### config.mk
export PLATFORM = sky130hd
export DESIGN_NAME = deadline_timer_queue_unit
export DESIGN_NICKNAME = d
export VERILOG_FILES = /design/src/hdl/dtq_pkg.sv /design/src/hdl/deadline_timer_queue_unit.sv
export VERILOG_INCLUDE_DIRS = /design/src /design/src/hdl
export SDC_FILE = /design/constraint.sdc
export NUM_CORES = 1
export LEC_CHECK = 0
export BUFFER_PORTS_ARGS = -buffer_cell sky130_fd_sc_hd__buf_2
export CORE_UTILIZATION = 62
export DETAILED_ROUTE_END_ITERATION = 8
export GPL_TIMING_DRIVEN = 0
export PLACE_DENSITY_LB_ADDON = 0.12
export REMOVE_ABC_BUFFERS = 1
export SLEW_MARGIN = 40
export SYNTH_ARGS = -nofsm -noshare
export SYNTH_HDL_FRONTEND = slang
export SYNTH_SLANG_ARGS = --single-unit
### constraint.sdc
create_clock -name clk -period 8.14 [get_ports clk]
set_clock_uncertainty 0.15 [all_clocks]
set_input_delay 0 -clock clk [delete_from_list [all_inputs] [get_ports clk]]
set_output_delay 0 -clock clk [all_outputs]
set_load 0.03 [all_outputs]
### src/hdl/deadline_timer_queue_unit_assert.svh
// Assertion macros for the deadline timer queue.
`ifndef DEADLINE_TIMER_QUEUE_UNIT_ASSERT_SVH
`define DEADLINE_TIMER_QUEUE_UNIT_ASSERT_SVH

// Condition holds at every clock edge out of reset.
`define DTQ_ASSERT_ALWAYS(label, cond, msg) \
    label: assert property (@(posedge clk) disable iff (!rst_n) (cond)) else $error(msg);

// Consequent holds in the same cycle as the antecedent.
`define DTQ_ASSERT_IMPL(label, ante, cons, msg) \
    label: assert property (@(posedge clk) disable iff (!rst_n) (ante) |-> (cons)) \
        else $error(msg);

// Consequent holds in the cycle after the antecedent.
`define DTQ_ASSERT_NEXT(label, ante, cons, msg) \
    label: assert property (@(posedge clk) disable iff (!rst_n) (ante) |=> (cons)) \
        else $error(msg);

`endif

### src/hdl/dtq_pkg.sv
// Codes and fixed field widths of the deadline timer queue.
package dtq_pkg;

    localparam int TIME_W    = 32;
    localparam int KIND_W    = 3;
    localparam int EID_W     = 16;
    localparam int RES_ID_W  = 16;
    localparam int S_TDATA_W = 48;
    localparam int M_TDATA_W = 56;

    // Command kinds
    localparam logic [KIND_W-1:0] KIND_SCHEDULE = 3'd0;
    localparam logic [KIND_W-1:0] KIND_CANCEL   = 3'd1;
    localparam logic [KIND_W-1:0] KIND_CLEAR    = 3'd2;
    localparam logic [KIND_W-1:0] KIND_TICK     = 3'd3;
    localparam logic [KIND_W-1:0] KIND_QUERY    = 3'd4;

    // Result kinds
    localparam logic [KIND_W-1:0] RES_SCHEDULED   = 3'd0;
    localparam logic [KIND_W-1:0] RES_FIRED       = 3'd1;
    localparam logic [KIND_W-1:0] RES_QUERY       = 3'd2;
    localparam logic [KIND_W-1:0] RES_FULL        = 3'd3;
    localparam logic [KIND_W-1:0] RES_CANCEL_DONE = 3'd4;
    localparam logic [KIND_W-1:0] RES_TICK_DONE   = 3'd5;

endpackage

### src/hdl/deadline_timer_queue_unit.sv
// Deadline timer queue: timer table in one memory, scanned by a small sequencer.
//
// Holds up to SLOTS timers (identifier and deadline) in insertion order in a
// single memory with a registered read. Schedule and clear stay in the idle
// state: the result is valid the cycle after the beat is accepted and the next
// beat can be taken then. Query and cancel make one pass over the table,
// reading one entry per cycle through the single read port. A tick that fires
// F timers makes F+1 search passes, emits each fired timer from the emit state
// and ends with one compaction pass. Holding tready low on the result side
// stalls the emit and done states. One command is worked at a time; the next
// is taken once the block is idle and its output register is free or being
// drained.
`include "deadline_timer_queue_unit_assert.svh"

module deadline_timer_queue_unit
    import dtq_pkg::*;
#(
    parameter int SLOTS   = 16,
    parameter int ID_BITS = 16
)
(
    input  logic                 clk,
    input  logic                 rst_n,
    input  logic                 s_tvalid,
    output logic                 s_tready,
    input  logic [S_TDATA_W-1:0] s_tdata,   // time_value[31:0], entry_id[47:32]
    input  logic [KIND_W-1:0]    s_tuser,   // kind[2:0]
    output logic                 m_tvalid,
    input  logic                 m_tready,
    output logic [M_TDATA_W-1:0] m_tdata,   // result_id[15:0], fired_time[47:16],
                                            // pending[48], zero[55:49]
    output logic [KIND_W-1:0]    m_tuser,   // result_kind[2:0]
    output logic                 m_tlast
);

    localparam int AW    = (SLOTS > 1) ? $clog2(SLOTS) : 1;
    localparam int CW    = $clog2(SLOTS + 1);
    localparam int ENT_W = ID_BITS + TIME_W;
    localparam int CMP_W = (ID_BITS > EID_W) ? ID_BITS : EID_W;

    localparam logic [2:0] ST_IDLE    = 3'd0;
    localparam logic [2:0] ST_SCAN    = 3'd1;
    localparam logic [2:0] ST_EMIT    = 3'd2;
    localparam logic [2:0] ST_COMPACT = 3'd3;
    localparam logic [2:0] ST_DONE    = 3'd4;

    logic [2:0]          state_reg, state_next;
    logic [KIND_W-1:0]   op_reg, op_next;
    logic [TIME_W-1:0]   tv_reg, tv_next;
    logic [EID_W-1:0]    eid_reg, eid_next;
    logic [CW-1:0]       count_reg, count_next;
    logic [ID_BITS-1:0]  next_id_reg, next_id_next;
    logic [CW-1:0]       rd_ptr_reg, rd_ptr_next;
    logic                rd_vld_reg, rd_vld_next;
    logic [AW-1:0]       rd_idx_reg, rd_idx_next;
    logic [CW-1:0]       wr_ptr_reg, wr_ptr_next;
    logic [SLOTS-1:0]    drop_reg, drop_next;
    logic                found_reg, found_next;
    logic [AW-1:0]       best_idx_reg, best_idx_next;
    logic [TIME_W-1:0]   best_dl_reg, best_dl_next;
    logic [ID_BITS-1:0]  best_id_reg, best_id_next;

    logic                out_valid_reg, out_valid_next;
    logic [KIND_W-1:0]   out_kind_reg, out_kind_next;
    logic [RES_ID_W-1:0] out_id_reg, out_id_next;
    logic [TIME_W-1:0]   out_time_reg, out_time_next;
    logic                out_pend_reg, out_pend_next;
    logic                out_last_reg, out_last_next;

    logic [ENT_W-1:0]    mem [SLOTS];
    logic [ENT_W-1:0]    rd_data_reg;

    logic                out_free;
    logic                scanning;
    logic                rd_en;
    logic                pass_end;
    logic [ID_BITS-1:0]  rd_id;
    logic [TIME_W-1:0]   rd_dl;
    logic                id_hit;
    logic                due;
    logic                better;
    logic                keep;
    logic                wr_en;
    logic [AW-1:0]       wr_addr;
    logic [ENT_W-1:0]    wr_data;
    logic                accept;

    assign out_free = !out_valid_reg || m_tready;
    assign scanning = (state_reg == ST_SCAN) || (state_reg == ST_COMPACT);
    assign rd_en    = scanning && (rd_ptr_reg < count_reg);
    assign pass_end = scanning && (rd_ptr_reg == count_reg) && !rd_vld_reg;

    assign rd_id  = rd_data_reg[ID_BITS-1:0];
    assign rd_dl  = rd_data_reg[ENT_W-1:ID_BITS];
    // ids compare at the wider of the two widths, so extra high bits never match
    assign id_hit = rd_vld_reg && (CMP_W'(rd_id) == CMP_W'(eid_reg));
    assign due    = rd_vld_reg && !drop_reg[rd_idx_reg] && (rd_dl <= tv_reg);
    assign better = due && (!found_reg || (rd_dl < best_dl_reg));
    assign keep   = (op_reg == KIND_TICK) ? !drop_reg[rd_idx_reg] : !id_hit;

    assign s_tready = (state_reg == ST_IDLE) && out_free;
    assign accept   = s_tvalid && s_tready;

    always_comb
    begin
        state_next    = state_reg;
        op_next       = op_reg;
        tv_next       = tv_reg;
        eid_next      = eid_reg;
        count_next    = count_reg;
        next_id_next  = next_id_reg;
        rd_ptr_next   = rd_ptr_reg;
        rd_vld_next   = rd_en;
        rd_idx_next   = rd_ptr_reg[AW-1:0];
        wr_ptr_next   = wr_ptr_reg;
        drop_next     = drop_reg;
        found_next    = found_reg;
        best_idx_next = best_idx_reg;
        best_dl_next  = best_dl_reg;
        best_id_next  = best_id_reg;
        out_valid_next = m_tready ? 1'b0 : out_valid_reg;
        out_kind_next = out_kind_reg;
        out_id_next   = out_id_reg;
        out_time_next = out_time_reg;
        out_pend_next = out_pend_reg;
        out_last_next = out_last_reg;
        wr_en         = 1'b0;
        wr_addr       = wr_ptr_reg[AW-1:0];
        wr_data       = rd_data_reg;

        if (rd_en)
        begin
            rd_ptr_next = rd_ptr_reg + CW'(1);
        end

        unique case (state_reg)
            ST_IDLE:
            begin
                if (accept)
                begin
                    op_next     = s_tuser;
                    tv_next     = s_tdata[TIME_W-1:0];
                    eid_next    = s_tdata[TIME_W+EID_W-1:TIME_W];
                    rd_ptr_next = '0;
                    wr_ptr_next = '0;
                    found_next  = 1'b0;
                    drop_next   = '0;
                    unique case (s_tuser) inside
                        KIND_SCHEDULE:
                        begin
                            out_valid_next = 1'b1;
                            out_time_next  = '0;
                            out_pend_next  = 1'b0;
                            out_last_next  = 1'b1;
                            if (count_reg == CW'(SLOTS))
                            begin
                                out_kind_next = RES_FULL;
                                out_id_next   = '0;
                            end
                            else
                            begin
                                wr_en         = 1'b1;
                                wr_addr       = count_reg[AW-1:0];
                                wr_data       = {s_tdata[TIME_W-1:0], next_id_reg};
                                count_next    = count_reg + CW'(1);
                                next_id_next  = next_id_reg + ID_BITS'(1);
                                out_kind_next = RES_SCHEDULED;
                                out_id_next   = RES_ID_W'(next_id_reg);
                            end
                        end
                        KIND_CANCEL:
                        begin
                            state_next = ST_COMPACT;
                        end
                        KIND_CLEAR:
                        begin
                            count_next     = '0;
                            out_valid_next = 1'b1;
                            out_kind_next  = RES_CANCEL_DONE;
                            out_id_next    = '0;
                            out_time_next  = '0;
                            out_pend_next  = 1'b0;
                            out_last_next  = 1'b1;
                        end
                        KIND_TICK, KIND_QUERY:
                        begin
                            state_next = ST_SCAN;
                        end
                        default:
                        begin
                            state_next = ST_IDLE;
                        end
                    endcase
                end
            end
            ST_SCAN:
            begin
                if (op_reg == KIND_QUERY)
                begin
                    if (id_hit)
                    begin
                        found_next = 1'b1;
                    end
                end
                else if (better)
                begin
                    found_next    = 1'b1;
                    best_idx_next = rd_idx_reg;
                    best_dl_next  = rd_dl;
                    best_id_next  = rd_id;
                end
                if (pass_end)
                begin
                    rd_ptr_next = '0;
                    wr_ptr_next = '0;
                    if (op_reg == KIND_QUERY)
                    begin
                        state_next = ST_DONE;
                    end
                    else if (found_reg)
                    begin
                        state_next = ST_EMIT;
                    end
                    else
                    begin
                        state_next = ST_COMPACT;
                    end
                end
            end
            ST_EMIT:
            begin
                if (out_free)
                begin
                    out_valid_next          = 1'b1;
                    out_kind_next           = RES_FIRED;
                    out_id_next             = RES_ID_W'(best_id_reg);
                    out_time_next           = best_dl_reg;
                    out_pend_next           = 1'b0;
                    out_last_next           = 1'b0;
                    drop_next[best_idx_reg] = 1'b1;
                    found_next              = 1'b0;
                    rd_ptr_next             = '0;
                    state_next              = ST_SCAN;
                end
            end
            ST_COMPACT:
            begin
                // write side trails the read side, so survivors slide down in order
                if (rd_vld_reg && keep)
                begin
                    wr_en       = 1'b1;
                    wr_addr     = wr_ptr_reg[AW-1:0];
                    wr_data     = rd_data_reg;
                    wr_ptr_next = wr_ptr_reg + CW'(1);
                end
                if (pass_end)
                begin
                    count_next = wr_ptr_reg;
                    state_next = ST_DONE;
                end
            end
            ST_DONE:
            begin
                if (out_free)
                begin
                    out_valid_next = 1'b1;
                    out_time_next  = '0;
                    out_last_next  = 1'b1;
                    out_pend_next  = 1'b0;
                    out_id_next    = eid_reg;
                    case (op_reg)
                        KIND_TICK:
                        begin
                            out_kind_next = RES_TICK_DONE;
                            out_id_next   = '0;
                        end
                        KIND_QUERY:
                        begin
                            out_kind_next = RES_QUERY;
                            out_pend_next = found_reg;
                        end
                        default:
                        begin
                            out_kind_next = RES_CANCEL_DONE;
                        end
                    endcase
                    state_next = ST_IDLE;
                end
            end
            default:
            begin
                state_next = ST_IDLE;
            end
        endcase
    end

    always_ff @(posedge clk or negedge rst_n)
    begin
        if (!rst_n)
        begin
            state_reg     <= ST_IDLE;
            count_reg     <= '0;
            next_id_reg   <= ID_BITS'(1);
            rd_ptr_reg    <= '0;
            rd_vld_reg    <= 1'b0;
            wr_ptr_reg    <= '0;
            drop_reg      <= '0;
            found_reg     <= 1'b0;
            out_valid_reg <= 1'b0;
        end
        else
        begin
            state_reg     <= state_next;
            count_reg     <= count_next;
            next_id_reg   <= next_id_next;
            rd_ptr_reg    <= rd_ptr_next;
            rd_vld_reg    <= rd_vld_next;
            wr_ptr_reg    <= wr_ptr_next;
            drop_reg      <= drop_next;
            found_reg     <= found_next;
            out_valid_reg <= out_valid_next;
        end
    end

    always_ff @(posedge clk)
    begin
        op_reg       <= op_next;
        tv_reg       <= tv_next;
        eid_reg      <= eid_next;
        rd_idx_reg   <= rd_idx_next;
        best_idx_reg <= best_idx_next;
        best_dl_reg  <= best_dl_next;
        best_id_reg  <= best_id_next;
        out_kind_reg <= out_kind_next;
        out_id_reg   <= out_id_next;
        out_time_reg <= out_time_next;
        out_pend_reg <= out_pend_next;
        out_last_reg <= out_last_next;
    end

    // timer table: one write port, one registered read port
    always_ff @(posedge clk)
    begin
        if (wr_en)
        begin
            mem[wr_addr] <= wr_data;
        end
        if (rd_en)
        begin
            rd_data_reg <= mem[rd_ptr_reg[AW-1:0]];
        end
    end

    assign m_tvalid = out_valid_reg;
    assign m_tuser  = out_kind_reg;
    assign m_tlast  = out_last_reg;
    assign m_tdata  = {(M_TDATA_W - RES_ID_W - TIME_W - 1)'(0), out_pend_reg, out_time_reg,
                       out_id_reg};

    `DTQ_ASSERT_ALWAYS(a_count_bound, count_reg <= CW'(SLOTS), "slot count exceeds table size")
    `DTQ_ASSERT_IMPL(a_compact_order, (state_reg == ST_COMPACT) && rd_vld_reg,
        wr_ptr_reg <= CW'(rd_idx_reg), "compaction write overtook read")
    `DTQ_ASSERT_NEXT(a_sched_grow,
        accept && (s_tuser == KIND_SCHEDULE) && (count_reg < CW'(SLOTS)),
        count_reg == $past(count_reg) + CW'(1), "schedule did not store a timer")
    `DTQ_ASSERT_IMPL(a_fired_due, m_tvalid && (m_tuser == RES_FIRED),
        (out_time_reg <= tv_reg) && !m_tlast, "fired timer not due or marked last")
    `DTQ_ASSERT_IMPL(a_emit_found, state_reg == ST_EMIT, found_reg,
        "emit state without a selected timer")

endmodule
## Word level (Yosys, flattened, before mapping)

Memories as Yosys holds them, arrays and structs flattened. A register that Yosys moved wholly into a read port is not among the register bits.
Index checks and enable logic that the tools add are counted.

- Mux-type cells: 84
- Reduce and logical (&&, ||, !) cells: 39
- Bitwise gates (word level): 3
- Order comparisons: 6
- Equal/unequal tests: 25
- Add/subtract/negate cells: 4

Operator list:

| kind | count |
|---|---|
| $mux W48 | 4 |
| $mux W32 | 4 |
| $mux W16 | 7 |
| $pmux W32 S3 | 1 |
| $pmux W16 S2 | 2 |
| $mux W5 | 10 |
| $pmux W16 S3 | 1 |
| $le A32 B32 Y1 | 1 |
| $lt A32 B32 Y1 | 1 |
| $pmux W5 S3 | 2 |
| $mux W1 | 26 |
| $mux W3 | 8 |
| $pmux W5 S2 | 2 |
| $reduce_and A5 Y1 | 4 |
| $pmux W3 S3 | 2 |
| $add A16 B1 Y16 const B | 1 |
| $eq A16 B16 Y1 | 1 |
| $mux W4 | 4 |
| $or A16 B16 Y16 | 1 |
| $add A5 B1 Y5 const B | 3 |
| $eq A3 B2 Y1 const B | 5 |
| $pmux W3 S5 | 1 |
| $ne A2 B2 Y1 const B | 7 |
| $pmux W3 S2 | 2 |
| 28 further kinds | 61 |

- Memories: 1
- Bits of input ports: 55
- Word-level logic and storage cells: 183
- Bits in registers: 213
- Memory bits (writable): 768
- Output and inout port bits: 62

Memories:

| memory | depth | width | read ports | clocked after memory_dff | write ports | line | source |
|---|---|---|---|---|---|---|---|
| mem | 16 | 48 | 1 | 1 | 1 | deadline_timer_queue_unit.sv:70 | `logic [ENT_W-1:0] mem [SLOTS];` |

## Longest topological paths before layout

- Depth after elaboration: 9
- Gate-level depth with buffers: 12
- Gate-level depth less buffers: 8

## Least setup slack after synthesis

No wires, ideal clock.

- Path kind: register to register
- Start: reg rd_idx_reg[0]
- End: mem mem[4][0] in the netlist's numbering (enable)
- Data required time: 7.477 ns
- Stages on the path, launching flop included: 8
- Buffers on the path: 1
- Setup time: 0.513 ns
- Clock period less this slack: 5.692 ns
- Arrival: 5.029 ns
- Setup slack: 2.448 ns
- Cell sequence: dfxtp_1 -> mux4_1 -> mux2i_1 -> o22ai_1 -> a211oi_2 -> buf_4 -> a22oi_2 -> nor3_1

- Longest elaborated chain between the ends: 9

RTL lines:

| what | line | source |
|---|---|---|
| start: declaration | deadline_timer_queue_unit.sv:55 | `logic [AW-1:0] rd_idx_reg, rd_idx_next;` |
| start signal: assignment | deadline_timer_queue_unit.sv:330 | `rd_idx_reg <= rd_idx_next;` |
| $bmux W1 S4 | deadline_timer_queue_unit.sv:99 | `assign keep = (op_reg == KIND_TICK) ? !drop_reg[rd_idx_reg] : !id_hit;` |
| $mux W1 (implied by the code) | deadline_timer_queue_unit.sv:99 |  |
| $logic_not A1 Y1 | deadline_timer_queue_unit.sv:99 |  |
| $mux W1 | deadline_timer_queue_unit.sv:99 |  |
| $logic_and A1 B1 Y1 | deadline_timer_queue_unit.sv:249 | `if (rd_vld_reg && keep)` |
| $mux W1 | deadline_timer_queue_unit.sv:249 |  |
| $pmux W1 S2 | deadline_timer_queue_unit.sv:136 | `unique case (state_reg)` |
| $mux W1 | deadline_timer_queue_unit.sv:344 | `if (wr_en)` |
| $mux W1 (implied by the code) | deadline_timer_queue_unit.sv:346 | `mem[wr_addr] <= wr_data;` |
| end: declaration | deadline_timer_queue_unit.sv:70 |  |

Every way passes these cells. The select of a mux whose other input is x is not followed.

## Worst setup path in the final report

- Start: reg state_reg[0]
- End: mem mem[9][28] in the netlist's numbering (enable)

- Longest elaborated chain between the ends: 7
- Elaborated cells between the ends (all ways): 10
- Classes of those cells: 1 x eq/ne; 6 x mux; 3 x reduce/logical

RTL lines:

| what | line | source |
|---|---|---|
| start: declaration | deadline_timer_queue_unit.sv:47 | `logic [2:0] state_reg, state_next;` |
| start signal: assignment | deadline_timer_queue_unit.sv:313 | `state_reg <= state_next;` |
| $logic_not A3 Y1 | deadline_timer_queue_unit.sv:101, deadline_timer_queue_unit.sv:136 |  |
| $logic_and A1 B1 Y1 | deadline_timer_queue_unit.sv:101 | `assign s_tready = (state_reg == ST_IDLE) && out_free;` |
| $logic_and A1 B1 Y1 | deadline_timer_queue_unit.sv:102 | `assign accept = s_tvalid && s_tready;` |
| $mux W1 | deadline_timer_queue_unit.sv:139 | `if (accept)` |
| $pmux W1 S2 | deadline_timer_queue_unit.sv:136 |  |
| $mux W1 | deadline_timer_queue_unit.sv:344 |  |
| $mux W1 (implied by the code) | deadline_timer_queue_unit.sv:346 |  |

Several ways; a longest one is shown, not always the timed one.

==> results.cfg <==
[placed_design]
dpl-instance-area_mm2 = 0.0449
portBuffers = 109
routabilityCongestion = 0.805
hpwl_um = 64900

[final_layout]
fin_util = 0.754
drive_gt1_frac = 0.199
seqCellArea_mm2 = 0.0306
final_cell_mix = edfxtp_1, nand2_1, mux2i_1
final_common_cell = edfxtp_1
multi_input_area_mm2 = 0.0101
final_cell_area_mm2 = 0.0496
fillers = 3736
final_nets = 2932
area_growth_pct = 20.1
largest_reg_flops = 768

[routing]
dr.max_layer_used = met4
drt_iter0_drc = 2886
num_vias = 24100
wl_met2_um = 50900
wirelength_um = 103000
via_per_inst = 6.42
wl_per_cell_um = 27.5
drt_pre_antenna_iters = 6
ant_nets = 0
route.met3.wl_um = 8750
drc = 0
m1WireLength_um = 39900

[synthesis]
syn_area_mm2 = 0.0413
ys_dominant_reg_cell = edfxtp_1
synth-edff-count = 972
synth-seq-area-share = 0.740
synth_top_area_frac = 0.706
synth.top_cells.by_area = edfxtp_1, mux4_2, mux2i_1
ys_types = 64
yosys.area.top_type = edfxtp_1
synthArstFlopShare = 0.0515
syn_inst = 2435
ys_seq_elements = 1029
synth.avg_cell_area_um2 = 17.0
yosysWarnings = 0

[global_route]
grt_use_total = 0.312
grt_antenna_before_repair = 0
grt_pass1_vias = 24500
grt_pass1_wl_um = 153000
grt_overflow = 0
grt_max_degree = 53

[sta]
rsz0062_at_grt = no
finalSetupViolCount = 0
fin_setup_tns_ns = 0
slew_violations = 0
hold_violations = 0
hold-worst-slack_ns = 0.210
tightest_slew_ns = 0.904
fin_crit_ns = 4.90
relSlewSlack = 0.392
period_share = 0.602
max_freq_mhz = 204

[die]
die-height_um = 260
start_util = 0.627
io_pins = 117
die_w_um = 260
core_mm2 = 0.0659
dieArea_mm2 = 0.0677
fp-row-count = 94

[clocking]
tritoncts = built
h-tree-depth = 3
postCtsSetupBuffers = 0
cts_buffers = 101
clock_latency_ns = 0.69
clock_path_buffers = 3
clk_pin_slew_ns = 0.07
cts-root-buf = clkbuf_16
clkSinkCount = 1029

[pwr]
vdd_drop_max_v = 0.000252
p_int_w = 0.0124
clockPowerShare = 0.278
swShare = 0.316
p_seq_frac = 0.433
power.net_switching_w = 0.00575
p_leak_nw = 18.1
power.density_mw_per_mm2 = 366
comb_power_share = 0.289

[worst_hold_path]
hp-start = m_tready
min-delay-path-class = in2reg

[setup_path]
crit_type = reg2reg
crit_required_ns = 8.37
slowest_delay_ns = 0.67
worst_path_max_delay_cell = a32oi_1
path_cells = nor2_1, and4_4, buf_12, nand2_4, a32oi_1, buf_2, nand2b_1, nor2_4, buf_8, buf_8, buf_8, buf_16
crit_path_max_fanout = 41
critPathCaptureType = flop
worst_path_most_repeated_cell = buf_8
critPathLaunch = state_reg[0]$_DFFE_PN0P_
worstPathArrival_ns = 5.14
cp-start-kind = flop
reg2reg_from = state_reg[0]$_DFFE_PN0P_

[job]
cap_violations = 0

[status]
status = complete, no violations
[routing by layer]
metal	up-vias	global-route usage
li1	10400	-
met1	12200	0.427
met2	1265	0.510
met3	251	0.0523
met4	0	0.114
met5	-	0
[kinds of logic after synthesis]
group	after synthesis	synth area share
flip-flops	1029	0.740
AND/OR/NAND/NOR	441	0.0462
AO/OA/AOI/OAI	351	0.0613
multiplexers	296	0.102
buffers and inverters	212	0.0209
adder cells (fa/ha/maj)	73	0.0221
XOR/XNOR	32	0.00678
other	1	0.0000908
[stage by stage]
step	std cells	worst slack, ns	power, W
global placement	3298	-8.73	0.0128
detailed placement	3456	3.35	0.0130
finish	3754	3.24	0.0182
floorplan	2325	-3.85	0.0115
CTS	3752	3.31	0.0181
global route	3753	3.03	0.0189
[Yosys cell counts, types with 3 or more instances]
library cell	number
a21o_1	10
a21oi_1	47
a221o_1	5
a221oi_1	98
a222oi_1	16
a22o_1	4
a22oi_1	48
a31oi_1	12
a32oi_1	3
and2_1	5
and3_1	8
and4_1	4
buf_1	17
buf_2	27
buf_4	9
clkbuf_1	63
dfrtp_1	52
dfxtp_1	4
edfxtp_1	972
ha_1	73
inv_1	96
mux2i_1	195
mux4_2	98
nand2_1	234
nand2b_1	10
nand3_1	20
nand4_1	18
nor2_1	95
nor2b_1	6
nor3_1	24
nor3b_1	3
nor4_1	4
o211ai_1	3
o21a_1	8
o21ai_0	68
o22ai_1	7
o31ai_1	4
or3_1	5
xnor2_1	22
xor2_1	10
[cell type report]
type / count / area share
well taps: 864 / 0.0218
flip-flops and latches: 1029 / 0.617
clock inverters: 75 / 0.0199
repair buffers: 376 / 0.0781
multi-input cells: 1200 / 0.203
inverters: 96 / 0.00741
diodes: 1 / 0.0000504
clock buffers: 113 / 0.0531
[power by group through the flow]
stage          Sequential [W]  Clock [W]  Combinational [W]
2_1_floorplan         0.00816          0            0.00335
6_report              0.00787    0.00505            0.00525
5_1_grt               0.00793    0.00527            0.00565
3_5_place_dp          0.00795          0            0.00509
3_3_place_gp          0.00837          0            0.00443
4_1_cts               0.00785    0.00509            0.00521
[worst max-delay path: cells and delay by family (launching register included)]
kind,cells,cell delay [ns]
buf+inv,6,1.37
simple gates,5,1.80
flops,1,0.57
compound gates,1,0.67
[repair_timing]
action | in CTS | in global routing
resized for setup | 0 | 0
endpoints found under the setup margin | 0 | 0
hold buffers | 108 | 0
endpoints found under the hold margin | 641 | 0
[worst paths after layout]
check,depth (start not counted),end,slack [ns]
max in group asynchronous,4,rd_ptr_reg[3]$_DFF_PN0_,7.20
min in group asynchronous,3,next_id_reg[0]$_DFFE_PN1P_,0.31
hold / removal,4,state_reg[2]$_DFFE_PN0P_,0.21
setup reg to reg,12,mem[9][28]$_DFFE_PP_,3.24
hold reg to reg,0,best_dl_reg[0]$_DFFE_PP_,0.33
setup / recovery,12,mem[9][28]$_DFFE_PP_,3.24
Power figures use the tool's default switching activity.
